File: config.mk
export PLATFORM = sky130hd
export DESIGN_NAME = omni_wheel_pi_speed_control_unit
export DESIGN_NICKNAME = d
export VERILOG_FILES = /design/src/owpsc_pkg.sv /design/src/omni_wheel_pi_speed_control_unit.sv /design/src/owpsc_kinematics.sv /design/src/owpsc_wheel_pi.sv
export SDC_FILE = /design/constraint.sdc
export NUM_CORES = 2
export LEC_CHECK = 0
export ABC_AREA = 1
export BUFFER_PORTS_ARGS = -buffer_cell sky130_fd_sc_hd__buf_2
export CAP_MARGIN = 25
export CORE_AREA = 2 2 581 583
export CTS_CLUSTER_SIZE = 14
export DETAILED_ROUTE_END_ITERATION = 7
export DIE_AREA = 0 0 583 585
export GPL_TIMING_DRIVEN = 0
export SLEW_MARGIN = 40
export SYNTH_ARGS = -nofsm -noshare
export SYNTH_HDL_FRONTEND = slang
export SYNTH_SLANG_ARGS = --single-unit
File: constraint.sdc
create_clock -name i_clk -period 18.9 [get_ports i_clk]
set_clock_uncertainty 0.2 [all_clocks]
set_input_delay 1.89 -clock i_clk [delete_from_list [all_inputs] [get_ports i_clk]]
set_output_delay 1.89 -clock i_clk [all_outputs]
set_load 0.02 [all_outputs]
File: src/owpsc_pkg.sv
package owpsc_pkg;

    localparam int NUM_WHEELS  = 4;
    localparam int VEL_W       = 15;
    localparam int SPEED_W     = 16;
    localparam int GAIN_W      = 8;
    localparam int INTEG_W     = 11;
    localparam int DUTY_W      = 10;
    localparam int CFG_IDX_W   = 2;

    localparam int COEF_Q15    = 23170;
    localparam int Q_SHIFT     = 15;
    localparam int INTEG_LIMIT = 999;
    localparam int DRIVE_LIMIT = 999;

    localparam logic [CFG_IDX_W-1:0] CFG_PROP_GAIN  = 2'd0;
    localparam logic [CFG_IDX_W-1:0] CFG_INTEG_GAIN = 2'd1;

    localparam logic ACT_COMMAND = 1'b0;
    localparam logic ACT_TICK    = 1'b1;

    typedef logic signed [VEL_W-1:0]   t_vel;
    typedef logic signed [SPEED_W-1:0] t_speed;
    typedef logic signed [INTEG_W-1:0] t_integ;
    typedef logic [GAIN_W-1:0]         t_gain;
    typedef logic [DUTY_W-1:0]         t_duty;

endpackage

File: src/omni_wheel_pi_speed_control_unit.sv
// Path: a tick beat passes the input register, then the result register, and can
// leave from there; a stalled output holds it back. A command beat gives no result and
// updates the setpoints as it leaves the input register.
// Throughput: one beat per cycle while the output side keeps up; the kinematics and PI datapath are combinational.
// Reset (synchronous, active low): clears valids, setpoints and integrals, and loads the
// gains with 55 and 13. Configuration writes are always taken and need no warm-up.
module omni_wheel_pi_speed_control_unit (
    input  logic                                 i_clk,
    input  logic                                 i_rst_n,

    input  logic                                 i_valid,
    output logic                                 o_ready,
    input  logic                                 i_action,
    input  owpsc_pkg::t_vel                      i_vel_x,
    input  owpsc_pkg::t_vel                      i_vel_y,
    input  owpsc_pkg::t_vel                      i_vel_rot,
    input  owpsc_pkg::t_speed                    i_meas_speed_0,
    input  owpsc_pkg::t_speed                    i_meas_speed_1,
    input  owpsc_pkg::t_speed                    i_meas_speed_2,
    input  owpsc_pkg::t_speed                    i_meas_speed_3,

    output logic                                 o_valid,
    input  logic                                 i_ready,
    output logic                                 o_fwd_0,
    output logic                                 o_fwd_1,
    output logic                                 o_fwd_2,
    output logic                                 o_fwd_3,
    output owpsc_pkg::t_duty                     o_duty_0,
    output owpsc_pkg::t_duty                     o_duty_1,
    output owpsc_pkg::t_duty                     o_duty_2,
    output owpsc_pkg::t_duty                     o_duty_3,

    input  logic                                 i_cfg_valid,
    output logic                                 o_cfg_ready,
    input  logic [owpsc_pkg::CFG_IDX_W-1:0]      i_cfg_index,
    input  owpsc_pkg::t_gain                     i_cfg_data
);

    // Input stage registers. Only the valid flag is reset.
    logic                r_in_valid;
    logic                r_action;
    owpsc_pkg::t_vel     r_vel_x;
    owpsc_pkg::t_vel     r_vel_y;
    owpsc_pkg::t_vel     r_vel_rot;
    owpsc_pkg::t_speed   r_meas [owpsc_pkg::NUM_WHEELS];

    // Block state: gains, wheel setpoints and per-wheel integrals.
    owpsc_pkg::t_gain    r_prop_gain;
    owpsc_pkg::t_gain    r_integ_gain;
    owpsc_pkg::t_speed   r_setpoint [owpsc_pkg::NUM_WHEELS];
    owpsc_pkg::t_integ   r_integ [owpsc_pkg::NUM_WHEELS];

    // Result register.
    logic                r_out_valid;
    logic                r_fwd [owpsc_pkg::NUM_WHEELS];
    owpsc_pkg::t_duty    r_duty [owpsc_pkg::NUM_WHEELS];

    owpsc_pkg::t_speed   sp_new [owpsc_pkg::NUM_WHEELS];
    owpsc_pkg::t_integ   n_integ [owpsc_pkg::NUM_WHEELS];
    logic                n_fwd [owpsc_pkg::NUM_WHEELS];
    owpsc_pkg::t_duty    n_duty [owpsc_pkg::NUM_WHEELS];

    logic                out_free;
    logic                stage_adv;
    logic                in_fire;
    logic                is_tick;

    // The result register is free when empty or when its beat leaves this cycle.
    // The input stage moves forward whenever the result register is free, so the
    // block keeps taking one beat per cycle while the downstream side keeps up.
    assign out_free  = !r_out_valid || i_ready;
    assign stage_adv = r_in_valid && out_free;
    assign o_ready   = !r_in_valid || out_free;
    assign in_fire   = i_valid && o_ready;
    assign is_tick   = (r_action == owpsc_pkg::ACT_TICK);

    // Configuration writes should only happen while idle; the block does not enforce this and always accepts them.
    assign o_cfg_ready = 1'b1;

    always_ff @(posedge i_clk) begin
        if (!i_rst_n) begin
            r_prop_gain  <= owpsc_pkg::GAIN_W'(55);
            r_integ_gain <= owpsc_pkg::GAIN_W'(13);
        end else if (i_cfg_valid) begin
            case (i_cfg_index)
                owpsc_pkg::CFG_PROP_GAIN: begin
                    r_prop_gain <= i_cfg_data;
                end
                owpsc_pkg::CFG_INTEG_GAIN: begin
                    r_integ_gain <= i_cfg_data;
                end
                default: begin
                end
            endcase
        end
    end

    // Input register.
    always_ff @(posedge i_clk) begin
        if (!i_rst_n) begin
            r_in_valid <= 1'b0;
        end else if (o_ready) begin
            r_in_valid <= i_valid;
        end
    end

    always_ff @(posedge i_clk) begin
        if (in_fire) begin
            r_action  <= i_action;
            r_vel_x   <= i_vel_x;
            r_vel_y   <= i_vel_y;
            r_vel_rot <= i_vel_rot;
            r_meas[0] <= i_meas_speed_0;
            r_meas[1] <= i_meas_speed_1;
            r_meas[2] <= i_meas_speed_2;
            r_meas[3] <= i_meas_speed_3;
        end
    end

    // Inverse kinematics of the registered command.
    owpsc_kinematics u_kinematics (
        .i_vel_x   (r_vel_x),
        .i_vel_y   (r_vel_y),
        .i_vel_rot (r_vel_rot),
        .o_sp_0    (sp_new[0]),
        .o_sp_1    (sp_new[1]),
        .o_sp_2    (sp_new[2]),
        .o_sp_3    (sp_new[3])
    );

    // One PI loop per wheel, all working on the same tick in parallel.
    for (genvar w = 0; w < owpsc_pkg::NUM_WHEELS; w++) begin : g_wheel
        owpsc_wheel_pi u_wheel_pi (
            .i_setpoint   (r_setpoint[w]),
            .i_meas       (r_meas[w]),
            .i_integ      (r_integ[w]),
            .i_prop_gain  (r_prop_gain),
            .i_integ_gain (r_integ_gain),
            .o_integ      (n_integ[w]),
            .o_fwd        (n_fwd[w]),
            .o_duty       (n_duty[w])
        );

        // A command beat replaces the setpoints; a tick beat advances the integral.
        // Both happen as the beat leaves the input stage, so the next beat already
        // sees the updated state.
        always_ff @(posedge i_clk) begin
            if (!i_rst_n) begin
                r_setpoint[w] <= '0;
                r_integ[w]    <= '0;
            end else if (stage_adv) begin
                if (is_tick) begin
                    r_integ[w] <= n_integ[w];
                end else begin
                    r_setpoint[w] <= sp_new[w];
                end
            end
        end

        always_ff @(posedge i_clk) begin
            if (stage_adv && is_tick) begin
                r_fwd[w]  <= n_fwd[w];
                r_duty[w] <= n_duty[w];
            end
        end
    end

    // Only tick beats produce a result; command beats are absorbed here.
    always_ff @(posedge i_clk) begin
        if (!i_rst_n) begin
            r_out_valid <= 1'b0;
        end else if (out_free) begin
            r_out_valid <= stage_adv && is_tick;
        end
    end

    assign o_valid  = r_out_valid;
    assign o_fwd_0  = r_fwd[0];
    assign o_fwd_1  = r_fwd[1];
    assign o_fwd_2  = r_fwd[2];
    assign o_fwd_3  = r_fwd[3];
    assign o_duty_0 = r_duty[0];
    assign o_duty_1 = r_duty[1];
    assign o_duty_2 = r_duty[2];
    assign o_duty_3 = r_duty[3];

endmodule

File: src/owpsc_kinematics.sv
// Body velocity to wheel setpoints for a 45 degree omni layout.
module owpsc_kinematics (
    input  owpsc_pkg::t_vel   i_vel_x,
    input  owpsc_pkg::t_vel   i_vel_y,
    input  owpsc_pkg::t_vel   i_vel_rot,
    output owpsc_pkg::t_speed o_sp_0,
    output owpsc_pkg::t_speed o_sp_1,
    output owpsc_pkg::t_speed o_sp_2,
    output owpsc_pkg::t_speed o_sp_3
);

    localparam int SUM_W  = owpsc_pkg::VEL_W + 2;
    localparam int PROD_W = 2 * SUM_W;
    localparam logic signed [SUM_W-1:0] COEF = SUM_W'(owpsc_pkg::COEF_Q15);
    localparam logic signed [PROD_W-1:0] SP_MAX = PROD_W'(2 ** (owpsc_pkg::SPEED_W - 1) - 1);
    localparam logic signed [PROD_W-1:0] SP_MIN = -PROD_W'(2 ** (owpsc_pkg::SPEED_W - 1));

    logic signed [SUM_W-1:0]  sum_xy;
    logic signed [SUM_W-1:0]  diff_yx;
    logic signed [PROD_W-1:0] prod_sum;
    logic signed [PROD_W-1:0] prod_diff;

    // Scales by the Q15 coefficient, adds the rotation, then divides by 2^15
    // rounding toward zero and saturates to the setpoint width.
    function automatic owpsc_pkg::t_speed wheel_from(
        input logic signed [PROD_W-1:0] prod,
        input owpsc_pkg::t_vel          rot
    );
        logic signed [PROD_W-1:0] acc;
        logic signed [PROD_W-1:0] quo;
        acc = prod + (PROD_W'(rot) <<< owpsc_pkg::Q_SHIFT);
        quo = acc >>> owpsc_pkg::Q_SHIFT;
        if (acc[PROD_W-1] && (acc[owpsc_pkg::Q_SHIFT-1:0] != '0)) begin
            quo = quo + PROD_W'(1);
        end
        if (quo > SP_MAX) begin
            quo = SP_MAX;
        end else if (quo < SP_MIN) begin
            quo = SP_MIN;
        end
        return quo[owpsc_pkg::SPEED_W-1:0];
    endfunction

    assign sum_xy    = SUM_W'(i_vel_x) + SUM_W'(i_vel_y);
    assign diff_yx   = SUM_W'(i_vel_y) - SUM_W'(i_vel_x);
    assign prod_sum  = PROD_W'(COEF * sum_xy);
    assign prod_diff = PROD_W'(COEF * diff_yx);

    assign o_sp_0 = wheel_from(prod_diff, i_vel_rot);
    assign o_sp_1 = wheel_from(prod_sum, i_vel_rot);
    assign o_sp_2 = wheel_from(-prod_sum, i_vel_rot);
    assign o_sp_3 = wheel_from(-prod_diff, i_vel_rot);

endmodule

File: src/owpsc_wheel_pi.sv
// One wheel of the speed loop: error, clamped integral, drive and its sign split.
module owpsc_wheel_pi (
    input  owpsc_pkg::t_speed i_setpoint,
    input  owpsc_pkg::t_speed i_meas,
    input  owpsc_pkg::t_integ i_integ,
    input  owpsc_pkg::t_gain  i_prop_gain,
    input  owpsc_pkg::t_gain  i_integ_gain,
    output owpsc_pkg::t_integ o_integ,
    output logic              o_fwd,
    output owpsc_pkg::t_duty  o_duty
);

    localparam int ERR_W   = owpsc_pkg::SPEED_W + 1;
    localparam int PROD_W  = ERR_W + owpsc_pkg::GAIN_W + 1;
    localparam int ACC_W   = PROD_W + 2;
    localparam logic signed [ACC_W-1:0] I_LIM = ACC_W'(owpsc_pkg::INTEG_LIMIT);
    localparam logic signed [ACC_W-1:0] D_LIM = ACC_W'(owpsc_pkg::DRIVE_LIMIT);
    localparam logic [ACC_W-1:0] DUTY_MAX = ACC_W'(2 ** owpsc_pkg::DUTY_W - 1);

    logic signed [ERR_W-1:0]  err;
    logic signed [PROD_W-1:0] i_prod;
    logic signed [PROD_W-1:0] p_prod;
    logic signed [ACC_W-1:0]  integ_raw;
    logic signed [ACC_W-1:0]  integ_clamp;
    logic signed [ACC_W-1:0]  drive_raw;
    logic signed [ACC_W-1:0]  drive;
    logic [ACC_W-1:0]         mag;

    assign err    = ERR_W'(i_setpoint) - ERR_W'(i_meas);
    assign i_prod = PROD_W'($signed({1'b0, i_integ_gain}) * err);
    assign p_prod = PROD_W'($signed({1'b0, i_prop_gain}) * err);

    always_comb begin
        integ_raw = ACC_W'(i_prod) + ACC_W'(i_integ);
        if (integ_raw > I_LIM) begin
            integ_clamp = I_LIM;
        end else if (integ_raw < -I_LIM) begin
            integ_clamp = -I_LIM;
        end else begin
            integ_clamp = integ_raw;
        end

        drive_raw = ACC_W'(p_prod) + integ_clamp + ACC_W'(i_meas);
        if (drive_raw > D_LIM) begin
            drive = D_LIM;
        end else if (drive_raw < -D_LIM) begin
            drive = -D_LIM;
        end else begin
            drive = drive_raw;
        end

        mag = drive[ACC_W-1] ? ACC_W'(-drive) : ACC_W'(drive);
    end

    // Forward only for a strictly positive drive: sign bit clear and not zero.
    assign o_integ = integ_clamp[owpsc_pkg::INTEG_W-1:0];
    assign o_fwd   = !drive[ACC_W-1] && (drive != '0);
    assign o_duty  = (mag > DUTY_MAX) ? owpsc_pkg::DUTY_W'(DUTY_MAX)
                                      : mag[owpsc_pkg::DUTY_W-1:0];

endmodule
==> metrics.txt <==
outcome finished, final reports clean; Seq/Total Area, Yosys 9.86%; number of synthesized flops with an enable pin 262; # DRC 0; most common cell after layout, fill and taps aside inv_1; drt first pass iters 6; Simple-Gate Fraction of Synth Area 21.5%; Final #Nets 13500; layout overhead on the synthesized area 10.2%; commonest non-fill, non-tap cells in the layout 2470 x inv_1, 2237 x nand2_1, 1294 x fa_1; clock period minus worst slack 17.56 ns; Via Count 70800; CP required 19.11 ns; standard-cell row count 213; Critical-path top delay cell o41ai_1; CTS tree yes; Cell Area, Synth 83500 µm²; Setup WS post-layout 1.34 ns; final hold violations 0; xor/xnor share of the synthesized area 3.79%; synthesized area per cell 7.61 µm²; Top FF cell, synth edfxtp_1; die area 341000 µm²; critical path class reg -> reg; RePlAce Congestion 0.946; mux cell area share after synthesis 0%; gr usage total 15.7%; Post-Syn Instances 11000; vias in the first global route 71000; Multi-input gate area 64700 µm²; clock buffer count from CTS 43; Clock Latency Late Sink 0.72 ns; number of setup violations in the final report 0; share of cells above drive strength 1 5.51%; Startpoint Class register; worst hold path type reg -> reg; Die Y 585 µm; pre-CTS WS 1.22 ns; Final Cycle Share 92.9%; final core utilization 27.4%; post-synthesis cell type count 72; largest family of logic cells by synthesized area adder cells; CP Capture Type register; Detail Route Antenna Nets 0; Worst-Margin Slew 0.949 ns; starting density of the core 24.9%; max-slew violations 0; post-layout instance area 92000 µm²; Slew headroom 36.8%; Synth top area share 31.0%; Vias/cell 4.53; I/O Buffers 170; post-placement cell area 90400 µm²; Reg area 8230 µm²; cell taking the most area after synthesis fa_1; YS warnings 0; Ports 172; H-tree Lvls 2; CTS Sinks 280; # hold bufs at CTS 0; CP Max Fanout 10; register bit total from synthesis 280; initial drt markers 5312; Setup TNS 0 ns; initial antenna violation count 27; clk slew on worst S/H paths 0.07 ns; GRT overflow 0; largest net degree at the start of global routing 49; Post-Synth Adder-Cell Area 45.0%; DRT Wirelength 267 mm; RSZ-0062 raised after global routing false; Worst EP arrival 17.78 ns; CTS root buffer clkbuf_16; Synth Area in Compound Gates 7.16%; most used cell, CP nand2_1; first-pass GRT wire length 415 mm; Critical Path Max Stage Delay 0.70 ns; Max Root-Sink Buffers 3; f_max 0.0569 GHz; Core ar. 335000 µm²; # fillers 36600; DIE WIDTH 583 µm; top cells by area, synth fa_1 31%, ha_1 14%, inv_1 11%; DP HPWL 231 mm; Mapped Nets 13300; asr flop ratio synth 0%; max-cap violation count 0; routed len/inst 17.1 µm
## path summary, 6_finish.rpt
kind | startpoint | end | slack [ns] | cells after the start
hold / removal | r_in_valid | r_in_valid | 0.35 | 2
setup reg to reg | r_meas[3][0] | r_duty[3][9] | 1.34 | 75
setup / recovery | r_meas[3][0] | r_duty[3][9] | 1.34 | 75
hold reg to reg | r_in_valid | r_in_valid | 0.35 | 2
## stage by stage
step,hold slack (ns),cells
after global placement,0.322,15500
after floorplan,0.291,11000
after detailed placement,0.336,15600
after global routing,0.390,15600
final,0.351,15600
after CTS,0.347,15600
## metal layers
metal | track usage [%] | up-vias | wire [µm]
li1 | - | 34200 | -
met1 | 21.0 | 34000 | 117000
met2 | 25.4 | 2231 | 119000
met3 | 2.98 | 384 | 21300
met4 | 5.28 | 4 | 10200
met5 | 0 | - | 21
## cells in the mapped netlist (all sizes together), types with 20 or more instances
master,count
clkbuf,171
nand2,2268
a21oi,543
o41ai,29
ha,930
nand3b,45
nand4,135
nor4,33
inv,2508
fa,1294
or2,76
nor2,1107
nor3,96
a21o,20
edfxtp,262
o21ai,330
buf,70
o21bai,29
xnor2,110
clkinv,41
xor2,245
nand3,461
## area by class of cell
class / instances / share of cell area [%]
Multi-Input combinational cell: 7897 / 70.4
Inverter: 2549 / 10.4
Sequential cell: 280 / 8.95
Tap cell: 4407 / 6.00
Timing Repair Buffer: 185 / 1.36
Buffer: 241 / 1.25
Clock buffer: 48 / 1.21
Clock inverter: 29 / 0.403
Antenna cell: 4 / 0.0109
## logic make-up after synthesis
group	after synthesis
and+or+nand+nor	4248
other	1
AOI/OAI and AO/OA	1069
DFF	280
xor gates and xnor gates	355
buffers and inverters	2790
adders and majority gates	2224
## worst max-delay path, delay by kind of cell, from the launching register on
family                   cells  cell delay [ns]
AO/OA/AOI/OAI               13             2.67
XOR/XNOR                     1             0.26
adder cells (fa/ha/maj)     14             5.96
AND/OR/NAND/NOR             35             5.49
buffers and inverters       12             2.12
flip-flops                   1             0.53
## flip-flops by register name (all words and copies together), names as in the netlist, 4 cells and up
name / count
r_vel_x: 15
r_integ: 44
r_duty: 40
r_integ_gain: 8
r_setpoint: 64
r_vel_rot: 15
r_vel_y: 15
r_prop_gain: 8
r_meas: 64
r_fwd: 4
## timing repair
action	CTS	global route
gates resized for setup	0	6
buffers inserted	0	0
setup endpoints to repair	0	10
Power is left out: the tool's default activity adds up to more than one toggle a clock period on the data nets, which glitch-free logic cannot reach.
